[config.mk]
export PLATFORM = sky130hd
export DESIGN_NAME = playfair_encrypt_stream
export DESIGN_NICKNAME = d
export VERILOG_FILES = /design/src/rtl/pf_pkg.sv /design/src/rtl/playfair_encrypt_stream.sv /design/src/rtl/pf_ctrl.sv /design/src/rtl/pf_datapath.sv
export SDC_FILE = /design/constraint.sdc
export NUM_CORES = 1
export LEC_CHECK = 0
export BUFFER_PORTS_ARGS = -buffer_cell sky130_fd_sc_hd__buf_2
export CORE_ASPECT_RATIO = 1.2
export CORE_MARGIN = 5
export CORE_UTILIZATION = 40
export DETAILED_ROUTE_END_ITERATION = 10
export PLACE_DENSITY = 0.6
export SLEW_MARGIN = 20
export SYNTH_ARGS = -nofsm -noshare
export SYNTH_HDL_FRONTEND = slang
export SYNTH_SLANG_ARGS = --single-unit
[constraint.sdc]
create_clock -name i_clk -period 4.42 [get_ports i_clk]
set_clock_uncertainty 0.2 [all_clocks]
set_input_delay 0.221 -clock i_clk [delete_from_list [all_inputs] [get_ports i_clk]]
set_output_delay 0.221 -clock i_clk [all_outputs]
set_load 0.05 [all_outputs]
[src/rtl/pf_pkg.sv]
// Shared types, constants and control structs for the Playfair stream encipherer.
// Used by pf_ctrl, pf_datapath and playfair_encrypt_stream; depends on nothing.

package pf_pkg;

    typedef logic [4:0] t_letter;   // letter 0..25, a = 0
    typedef logic [4:0] t_cell;     // square cell 0..24, row-major
    typedef logic [2:0] t_coord;    // row or column 0..4

    localparam logic [1:0] KIND_KEY     = 2'd0;
    localparam logic [1:0] KIND_KEY_END = 2'd1;
    localparam logic [1:0] KIND_TEXT    = 2'd2;
    localparam logic [1:0] KIND_MSG_END = 2'd3;

    localparam t_letter LETTER_I    = 5'd8;
    localparam t_letter LETTER_J    = 5'd9;
    localparam t_letter LETTER_X    = 5'd23;
    localparam t_letter LETTER_LAST = 5'd25;
    localparam t_cell   CELLS       = 5'd25;
    localparam t_coord  SIDE_LAST   = 3'd4;
    localparam logic [6:0] ASCII_A  = 7'd97;

    // controller -> datapath
    typedef struct packed {
        logic accept;       // process the input word presented now
        logic fill_step;    // place the sweep letter, advance the sweep
        logic fill_done;    // square complete
        logic place_rd;     // read letter_place
        logic place_sel_b;  // 0: first letter of pair, 1: second
        logic cap_pa;       // hold position of first letter
        logic calc;         // work out the two ciphertext cells
        logic sq_rd;        // read the square
        logic sq_sel_b;     // 0: first cipher cell, 1: second
        logic out_load;     // load the output register
        logic out_last;     // pair_last of the loaded word
    } t_cmd;

    // datapath -> controller
    typedef struct packed {
        logic start_fill;   // word is a key end on an unfinished square
        logic start_pair;   // word closes a pair
        logic fill_last;    // sweep is on the last letter
        logic out_free;     // output register can take a word this cycle
    } t_stat;

endpackage

[src/rtl/playfair_encrypt_stream.sv]
// Playfair stream encipherer, top level: joins pf_ctrl and pf_datapath.
// Depends on pf_pkg, pf_ctrl and pf_datapath.
//
// Usage: send key words (kind 0) to build the 5x5 square, then one key-end
// word (kind 1), then plaintext words (kind 2) and a message-end word (kind 3).
// Letters are case folded, j reads as i, other characters are dropped.
// Every closed pair gives two output words, pair_last low then high.
// Input channel: i_in_valid / o_in_ready; output: o_out_valid / i_out_ready.
// Sequencing: a key, plaintext-opening or dropped word leaves the controller in
// S_IDLE. A key end sweeps the alphabet, one letter a cycle. A word that closes
// a pair runs two position lookups and two square reads on one read port each,
// plus the cell calculation. The first cipher letter is loaded into the output
// register in S_RD_B while the second is read; the second is loaded in S_PUT_B.
// If the receiver stalls, the block holds in the pair sequence until the
// output register frees; the next input word is taken while the second
// letter waits. Reset clears the square state: a new key must follow.

module playfair_encrypt_stream (
    input  logic       i_clk,
    input  logic       i_rst_n,
    input  logic       i_in_valid,
    output logic       o_in_ready,
    input  logic [1:0] i_kind,
    input  logic [7:0] i_char_in,
    output logic       o_out_valid,
    input  logic       i_out_ready,
    output logic [6:0] o_cipher_char,
    output logic       o_pair_last
);

    pf_pkg::t_cmd  cmd;
    pf_pkg::t_stat stat;

    pf_ctrl u_ctrl (
        .i_clk      (i_clk),
        .i_rst_n    (i_rst_n),
        .i_in_valid (i_in_valid),
        .o_in_ready (o_in_ready),
        .i_stat     (stat),
        .o_cmd      (cmd)
    );

    pf_datapath u_datapath (
        .i_clk         (i_clk),
        .i_rst_n       (i_rst_n),
        .i_kind        (i_kind),
        .i_char_in     (i_char_in),
        .i_cmd         (cmd),
        .o_stat        (stat),
        .o_out_valid   (o_out_valid),
        .i_out_ready   (i_out_ready),
        .o_cipher_char (o_cipher_char),
        .o_pair_last   (o_pair_last)
    );

endmodule

[src/rtl/pf_ctrl.sv]
// Controller state machine for the Playfair stream encipherer.
// Depends on pf_pkg; drives pf_datapath through t_cmd and reads t_stat.

module pf_ctrl (
    input  logic          i_clk,
    input  logic          i_rst_n,
    input  logic          i_in_valid,
    output logic          o_in_ready,
    input  pf_pkg::t_stat i_stat,
    output pf_pkg::t_cmd  o_cmd
);

    typedef enum logic [7:0] {
        S_IDLE   = 8'b0000_0001,
        S_FILL   = 8'b0000_0010,
        S_LOOK_A = 8'b0000_0100,
        S_LOOK_B = 8'b0000_1000,
        S_CALC   = 8'b0001_0000,
        S_RD_A   = 8'b0010_0000,
        S_RD_B   = 8'b0100_0000,
        S_PUT_B  = 8'b1000_0000
    } t_state;

    t_state r_state;
    t_state n_state;

    assign o_in_ready = (r_state == S_IDLE);

    always_comb begin
        n_state = r_state;
        o_cmd   = '0;
        case (r_state)
            S_IDLE: begin
                if (i_in_valid) begin
                    o_cmd.accept = 1'b1;
                    if (i_stat.start_fill) begin
                        n_state = S_FILL;
                    end else if (i_stat.start_pair) begin
                        n_state = S_LOOK_A;
                    end
                end
            end
            S_FILL: begin
                o_cmd.fill_step = 1'b1;
                if (i_stat.fill_last) begin
                    o_cmd.fill_done = 1'b1;
                    n_state = S_IDLE;
                end
            end
            S_LOOK_A: begin
                o_cmd.place_rd = 1'b1;
                n_state = S_LOOK_B;
            end
            S_LOOK_B: begin
                o_cmd.place_rd    = 1'b1;
                o_cmd.place_sel_b = 1'b1;
                o_cmd.cap_pa      = 1'b1;
                n_state = S_CALC;
            end
            S_CALC: begin
                o_cmd.calc = 1'b1;
                n_state = S_RD_A;
            end
            S_RD_A: begin
                o_cmd.sq_rd = 1'b1;
                n_state = S_RD_B;
            end
            S_RD_B: begin
                // hold the first letter's load and the second read until the output register frees
                if (i_stat.out_free) begin
                    o_cmd.out_load = 1'b1;
                    o_cmd.sq_rd    = 1'b1;
                    o_cmd.sq_sel_b = 1'b1;
                    n_state = S_PUT_B;
                end
            end
            S_PUT_B: begin
                if (i_stat.out_free) begin
                    o_cmd.out_load = 1'b1;
                    o_cmd.out_last = 1'b1;
                    n_state = S_IDLE;
                end
            end
            default: begin
                n_state = S_IDLE;
            end
        endcase
    end

    always_ff @(posedge i_clk) begin
        if (!i_rst_n) begin
            r_state <= S_IDLE;
        end else begin
            r_state <= n_state;
        end
    end

endmodule

[src/rtl/pf_datapath.sv]
// Datapath of the Playfair stream encipherer: square and position memories,
// pairing state, cipher cell arithmetic and output register. Depends on pf_pkg.

module pf_datapath (
    input  logic          i_clk,
    input  logic          i_rst_n,
    input  logic [1:0]    i_kind,
    input  logic [7:0]    i_char_in,
    input  pf_pkg::t_cmd  i_cmd,
    output pf_pkg::t_stat o_stat,
    output logic          o_out_valid,
    input  logic          i_out_ready,
    output logic [6:0]    o_cipher_char,
    output logic          o_pair_last
);

    function automatic pf_pkg::t_coord cell_row(input pf_pkg::t_cell p);
        pf_pkg::t_coord r;
        if (p >= 5'd20) begin
            r = 3'd4;
        end else if (p >= 5'd15) begin
            r = 3'd3;
        end else if (p >= 5'd10) begin
            r = 3'd2;
        end else if (p >= 5'd5) begin
            r = 3'd1;
        end else begin
            r = 3'd0;
        end
        return r;
    endfunction

    function automatic pf_pkg::t_coord cell_col(input pf_pkg::t_cell p);
        logic [4:0] base;
        logic [4:0] diff;
        base = ({2'b00, cell_row(p)} << 2) + {2'b00, cell_row(p)};
        diff = p - base;
        return diff[2:0];
    endfunction

    function automatic pf_pkg::t_cell cell_index(input pf_pkg::t_coord row,
                                                 input pf_pkg::t_coord col);
        return ({2'b00, row} << 2) + {2'b00, row} + {2'b00, col};
    endfunction

    function automatic pf_pkg::t_coord coord_inc(input pf_pkg::t_coord x);
        return (x == pf_pkg::SIDE_LAST) ? 3'd0 : x + 3'd1;
    endfunction

    // memories, written only once per placement
    pf_pkg::t_letter square_mem [25];
    pf_pkg::t_cell   place_mem  [26];

    logic [25:0]     r_used;
    pf_pkg::t_cell   r_fill_count;
    pf_pkg::t_letter r_fill_k;
    pf_pkg::t_letter r_pend_letter;
    logic            r_pend_valid;
    logic            r_sq_ready;
    pf_pkg::t_letter r_a;
    pf_pkg::t_letter r_b;
    pf_pkg::t_cell   r_place_q;
    pf_pkg::t_cell   r_pa;
    pf_pkg::t_cell   r_oa;
    pf_pkg::t_cell   r_ob;
    pf_pkg::t_letter r_sq_q;
    logic            r_out_valid;
    logic [6:0]      r_out_char;
    logic            r_out_last;

    // input decode
    logic [7:0]      fold_c;
    logic            in_is_ltr;
    pf_pkg::t_letter in_ltr;
    logic            is_key;
    logic            text_pair;
    logic            end_pair;
    logic            same_ltr;

    always_comb begin
        fold_c = i_char_in;
        if (i_char_in >= 8'd65 && i_char_in <= 8'd90) begin
            fold_c = i_char_in + 8'd32;
        end
        in_is_ltr = (fold_c >= 8'd97) && (fold_c <= 8'd122);
        in_ltr    = 5'(fold_c - 8'd97);
        if (in_ltr == pf_pkg::LETTER_J) begin
            in_ltr = pf_pkg::LETTER_I;
        end
    end

    assign is_key    = (i_kind == pf_pkg::KIND_KEY);
    assign same_ltr  = (in_ltr == r_pend_letter);
    assign text_pair = (i_kind == pf_pkg::KIND_TEXT) && r_sq_ready && in_is_ltr
                       && r_pend_valid;
    assign end_pair  = (i_kind == pf_pkg::KIND_MSG_END) && r_sq_ready && r_pend_valid;

    assign o_stat.start_fill = (i_kind == pf_pkg::KIND_KEY_END) && !r_sq_ready;
    assign o_stat.start_pair = text_pair || end_pair;
    assign o_stat.fill_last  = (r_fill_k == pf_pkg::LETTER_LAST);
    assign o_stat.out_free   = !r_out_valid || i_out_ready;

    // placement: a key letter on accept, or the sweep letter during fill
    logic            key_acc;
    logic            clr;
    logic            place_req;
    pf_pkg::t_letter place_ltr;
    logic [25:0]     used_eff;
    pf_pkg::t_cell   fill_eff;
    logic            place_ok;

    always_comb begin
        key_acc   = i_cmd.accept && is_key;
        clr       = key_acc && r_sq_ready;
        place_req = 1'b0;
        place_ltr = in_ltr;
        if (key_acc) begin
            place_req = in_is_ltr;
        end else if (i_cmd.fill_step) begin
            place_req = (r_fill_k != pf_pkg::LETTER_J);
            place_ltr = r_fill_k;
        end
        used_eff = clr ? '0 : r_used;
        fill_eff = clr ? '0 : r_fill_count;
        place_ok = place_req && !used_eff[place_ltr] && (fill_eff < pf_pkg::CELLS);
    end

    always_ff @(posedge i_clk) begin
        if (place_ok) begin
            square_mem[fill_eff] <= place_ltr;
            place_mem[place_ltr] <= fill_eff;
        end
        if (i_cmd.place_rd) begin
            r_place_q <= place_mem[i_cmd.place_sel_b ? r_b : r_a];
        end
        if (i_cmd.sq_rd) begin
            r_sq_q <= square_mem[i_cmd.sq_sel_b ? r_ob : r_oa];
        end
    end

    // cipher cells from the two positions
    pf_pkg::t_coord r1, c1, r2, c2;
    pf_pkg::t_cell  n_oa, n_ob;

    always_comb begin
        r1 = cell_row(r_pa);
        c1 = cell_col(r_pa);
        r2 = cell_row(r_place_q);
        c2 = cell_col(r_place_q);
        if (r1 == r2) begin
            n_oa = cell_index(r1, coord_inc(c1));
            n_ob = cell_index(r2, coord_inc(c2));
        end else if (c1 == c2) begin
            n_oa = cell_index(coord_inc(r1), c1);
            n_ob = cell_index(coord_inc(r2), c2);
        end else begin
            n_oa = cell_index(r1, c2);
            n_ob = cell_index(r2, c1);
        end
    end

    // payload registers
    always_ff @(posedge i_clk) begin
        if (i_cmd.accept && o_stat.start_pair) begin
            r_a <= r_pend_letter;
            r_b <= (text_pair && !same_ltr) ? in_ltr : pf_pkg::LETTER_X;
        end
        if (i_cmd.cap_pa) begin
            r_pa <= r_place_q;
        end
        if (i_cmd.calc) begin
            r_oa <= n_oa;
            r_ob <= n_ob;
        end
        if (i_cmd.out_load) begin
            r_out_char <= pf_pkg::ASCII_A + {2'b00, r_sq_q};
            r_out_last <= i_cmd.out_last;
        end
    end

    // control registers
    always_ff @(posedge i_clk) begin
        if (!i_rst_n) begin
            r_used        <= '0;
            r_fill_count  <= '0;
            r_fill_k      <= '0;
            r_pend_letter <= '0;
            r_pend_valid  <= 1'b0;
            r_sq_ready    <= 1'b0;
            r_out_valid   <= 1'b0;
        end else begin
            if (key_acc || i_cmd.fill_step) begin
                r_used       <= used_eff | (place_ok ? (26'd1 << place_ltr) : 26'd0);
                r_fill_count <= fill_eff + {4'd0, place_ok};
            end
            if (clr) begin
                r_sq_ready    <= 1'b0;
                r_pend_valid  <= 1'b0;
                r_pend_letter <= '0;
            end
            if (i_cmd.accept && o_stat.start_fill) begin
                r_fill_k <= '0;
            end else if (i_cmd.fill_step) begin
                r_fill_k <= r_fill_k + 5'd1;
            end
            if (i_cmd.fill_done) begin
                r_sq_ready    <= 1'b1;
                r_pend_valid  <= 1'b0;
                r_pend_letter <= '0;
            end
            if (i_cmd.accept && (i_kind == pf_pkg::KIND_TEXT) && r_sq_ready
                && in_is_ltr && !r_pend_valid) begin
                r_pend_letter <= in_ltr;
                r_pend_valid  <= 1'b1;
            end
            // a doubled letter keeps the pair open
            if (i_cmd.accept && ((text_pair && !same_ltr) || end_pair)) begin
                r_pend_valid <= 1'b0;
            end
            if (i_cmd.out_load) begin
                r_out_valid <= 1'b1;
            end else if (i_out_ready) begin
                r_out_valid <= 1'b0;
            end
        end
    end

    assign o_out_valid   = r_out_valid;
    assign o_cipher_char = r_out_char;
    assign o_pair_last   = r_out_last;

    a_fill_bound: assert property (@(posedge i_clk) disable iff (!i_rst_n)
        r_fill_count <= pf_pkg::CELLS)
        else $error("fill count past the square");

    a_ready_full: assert property (@(posedge i_clk) disable iff (!i_rst_n)
        r_sq_ready |-> (r_fill_count == pf_pkg::CELLS))
        else $error("square marked ready while not full");

    a_pend_ready: assert property (@(posedge i_clk) disable iff (!i_rst_n)
        r_pend_valid |-> r_sq_ready)
        else $error("open pair without a complete square");

    a_fill_idle: assert property (@(posedge i_clk) disable iff (!i_rst_n)
        i_cmd.fill_step |-> !r_sq_ready)
        else $error("fill sweep on a complete square");

    a_load_free: assert property (@(posedge i_clk) disable iff (!i_rst_n)
        i_cmd.out_load |-> (!r_out_valid || i_out_ready))
        else $error("output register overwritten while full");

endmodule

==> flow_summary.ini <==
[outcome]
status = finished, final reports clean

[clock_tree]
clock_tree.root_cell = sky130_fd_sc_hd__clkbuf_16
cts_buffers = 37
insertion_delay_ns = 0.54
clock_path_buffers = 3
clk_transition_reported_paths_ns = 0.06
htreeDepth = 2
cts_tree = built
cts.sinks = 350

[yosys]
synth_seq_cells = 350
synth_compound_area_share_pct = 7.54
synth_cell_type_count = 79
synth_top_flop_cell = sky130_fd_sc_hd__edfxtp_1
post-synth-top-area-fraction_pct = 54.7
combinational_family_with_the_most_area_after_synthesis = simple AND/OR/NAND/NOR gates
synth.mux.area_fraction_pct = 4.98
synth_top_cells_by_area = sky130_fd_sc_hd__edfxtp_1 (55%), sky130_fd_sc_hd__dfxtp_1 (6.4%), sky130_fd_sc_hd__nand2_1 (6.2%)
synth-edff-count = 298
post-synth-top-count-cell = sky130_fd_sc_hd__edfxtp_1
synth_simple_gate_area_share_pct = 17.2
synth_xor_xnor_area_share_pct = 2.30
synthAdderAreaFrac_pct = 4.16
syn-cell-area_um2 = 16400
synth_nets = 1448
ys_warn_count = 0
synth-async-reset-ratio_pct = 0
postSynthCellCount = 1385
synth_top_cell_by_area = sky130_fd_sc_hd__edfxtp_1
synth_sequential_area_ratio_pct = 61.0
synth_top_cells_by_count = sky130_fd_sc_hd__edfxtp_1 (298), sky130_fd_sc_hd__nand2_1 (272), sky130_fd_sc_hd__nand3_1 (105), sky130_fd_sc_hd__nor2_1 (55), sky130_fd_sc_hd__dfxtp_1 (52)
syn_area_per_cell_um2 = 11.8

[global_routing]
grt_pass1_wl_mm = 60.2
antenna_found_initial = 0
first_global_vias = 10900
grt_util_all_layers_pct = 16.7
grt_start_max_net_pins = 61
gr_overflow_total = 0

[route]
routed_wirelength_mm = 38.1
antenna_left = 0
drt-wirelength-per-cell_um = 18.5
drc_errors = 0
detailedRoute.firstPassIterationCount = 5
vias_per_cell = 5.32
drt_first_iter_violations = 676
count_of_vias_placed_by_the_detailed_router = 11000

[floorplan]
fp-row-count = 81
core_area_um2 = 40600
top_level_ports = 24
starting_density_pct = 40.3
fp.dieH_um = 232
die_area_um2 = 45100
die_width_um = 195

[final_layout]
postLayoutCellArea_um2 = 19100
multi_input_area_um2 = 6020
post_route_cells_drive_above_1_share_pct = 16.6
regArea_um2 = 9990
areaGrowthSynthToFinish_pct = 16.4
num-fill-cells = 3674
final_nets = 1561

[placed_design]
dpl-instance-area_um2 = 17700
place.detailed.hpwl_mm = 25.8
port_buffers = 23
preCtsSetupSlack_ns = -0.147
gp_routability_congestion = 0.902

[sta]
worst_slew_pin_slew_ns = 0.885
finalWorstPathRequiredPeriod_ns = 4.11
fin_ws_ns = 0.310
clock.fmax_ghz = 0.243
number_of_hold_violations_in_the_final_report = 0
final-max-slew-violation-count = 0
rsz0062_at_grt = no
relSlewSlack_pct = 40.6
layout_worst_path_cycle_share_pct = 93.0
setup_viol_count_final = 0

[worst_setup_path]
worstSetupStartpoint = u_datapath.r_place_q[1]
cp.required_ns = 4.56
worst_ep_arrival_time_ns = 4.25
critPathLaunchType = flop
worstSetupPathType = reg2reg
worstSetupEndpointType = flop
crit_path_max_fanout = 6
r2r_start = u_datapath.r_place_q[1]

[worst_hold_path]
hold_class = in2reg
hold_path_startpoint = i_char_in[0]

[pwr]
p_sw_share_pct = 21.9
power.leakage_nw = 6.87
power_frac_seq_pct = 51.5
p_clk_share_pct = 43.1
pwr-share-comb_pct = 5.4
power_density_nw_per_um2 = 365
power.internal_mw = 5.44
switchingPower_mw = 1.52
peakVddDrop_mv = 0.350

[job]
maxcap_violations = 0
power by group through the flow:
stage | Sequential, mW | Clock [mW] | Combinational (mW)
4_1_cts | 3.59 | 3.06 | 0.373
3_3_place_gp | 3.66 | 0 | 0.363
5_1_grt | 3.59 | 3.21 | 0.413
3_5_place_dp | 3.66 | 0 | 0.366
6_report | 3.59 | 3.00 | 0.377
2_1_floorplan | 3.65 | 0 | 0.233
cell type report:
class | instances | share of cell area (%)
multi-input cells | 927 | 31.6
flip-flops and latches | 350 | 52.4
diodes | 1 | 0.0131
well taps | 539 | 3.54
clock buffers | 49 | 5.26
repair buffers | 141 | 5.46
clock inverters | 18 | 0.900
inverters | 41 | 0.808
through the flow:
step	hold slack (ns)	setup TNS [ns]	util (%)	instances	total power, mW
detailed placement	0.243	-0.147	43.6	1985	4.02
floorplan	0.197	0	-	1385	3.89
global route	0.0676	0	46.9	2065	7.21
CTS	0.0209	0	46.7	2058	7.02
finish	0.0260	0	46.9	2066	6.96
global placement	0.237	-0.00114	43.6	1985	4.02
placed cells by master, fill, tap and decap left out, types with 23 or more instances in the layout:
| cell | Yosys | routed |
|---|---|---|
| sky130_fd_sc_hd__a21oi_1 | 37 | 34 |
| sky130_fd_sc_hd__buf_2 | 9 | 23 |
| sky130_fd_sc_hd__buf_4 | 3 | 110 |
| sky130_fd_sc_hd__clkbuf_16 | 0 | 38 |
| sky130_fd_sc_hd__dfxtp_1 | 52 | 52 |
| sky130_fd_sc_hd__edfxtp_1 | 298 | 298 |
| sky130_fd_sc_hd__ha_1 | 40 | 40 |
| sky130_fd_sc_hd__inv_1 | 37 | 36 |
| sky130_fd_sc_hd__nand2_1 | 272 | 272 |
| sky130_fd_sc_hd__nand3_1 | 105 | 105 |
| sky130_fd_sc_hd__nor2_1 | 55 | 53 |
| sky130_fd_sc_hd__nor3_1 | 42 | 42 |
| sky130_fd_sc_hd__o21ai_0 | 43 | 42 |
| sky130_fd_sc_hd__xnor2_1 | 25 | 24 |
critical path: stages, from the launching register on:
cell and delay (ns):
sky130_fd_sc_hd__edfxtp_1 0.42, sky130_fd_sc_hd__nor2_1 0.08, sky130_fd_sc_hd__o21ai_0 0.15, sky130_fd_sc_hd__a221o_1 0.27
sky130_fd_sc_hd__and2_2 0.24, sky130_fd_sc_hd__ha_1 0.15, sky130_fd_sc_hd__inv_1 0.05, sky130_fd_sc_hd__fa_2 0.64
sky130_fd_sc_hd__inv_1 0.07, sky130_fd_sc_hd__ha_1 0.20, sky130_fd_sc_hd__a21oi_1 0.14, sky130_fd_sc_hd__ha_1 0.19
sky130_fd_sc_hd__inv_1 0.05, sky130_fd_sc_hd__fa_1 0.39, sky130_fd_sc_hd__nor2b_1 0.12, sky130_fd_sc_hd__nor3_1 0.06
sky130_fd_sc_hd__a211o_1 0.30, sky130_fd_sc_hd__a31oi_1 0.22
registers in the layout, summed over array words and instances (netlist names), 7 cells and up:
register / cells
u_datapath.square_mem: 125
u_datapath.o_cipher_char: 7
u_ctrl.r_state: 8
u_datapath.r_used: 26
u_datapath.place_mem: 130
kinds of logic (layout without fill, tap and decap cells):
group	Yosys count	in the layout
other cells	0	1
fa+ha+maj	49	49
flops	350	350
buf+inv	108	249
compound gates	186	186
simple gates	593	593
mux	56	56
xor+xnor	43	43
routing by layer:
layer	up-vias	routed length, um	track usage, %
li1	5322	-	-
met3	71	1470	2.33
met5	-	0	0
met4	0	1440	6.77
met1	5341	16100	20.9
met2	248	19100	29.4
worst paths after layout:
check / endpoint / slack, ns / depth (start not counted)
worst max-delay path: u_datapath.r_ob[4] / 0.31 / 17
worst min-delay path: u_datapath.r_pend_letter[0] / 0.03 / 5
worst max register to register: u_datapath.r_ob[4] / 0.31 / 17
worst min register to register: u_datapath.r_used[8] / 0.26 / 2
what timing repair did:
item | CTS | global route
pin swaps | 0 | 5
endpoints found under the setup margin | 1 | 41
hold endpoints to repair | 14 | 0
buffers inserted | 0 | 7
resized for setup | 1 | 9
hold buffers | 6 | 0
Note: power is estimated with default switching activity, not from simulation.
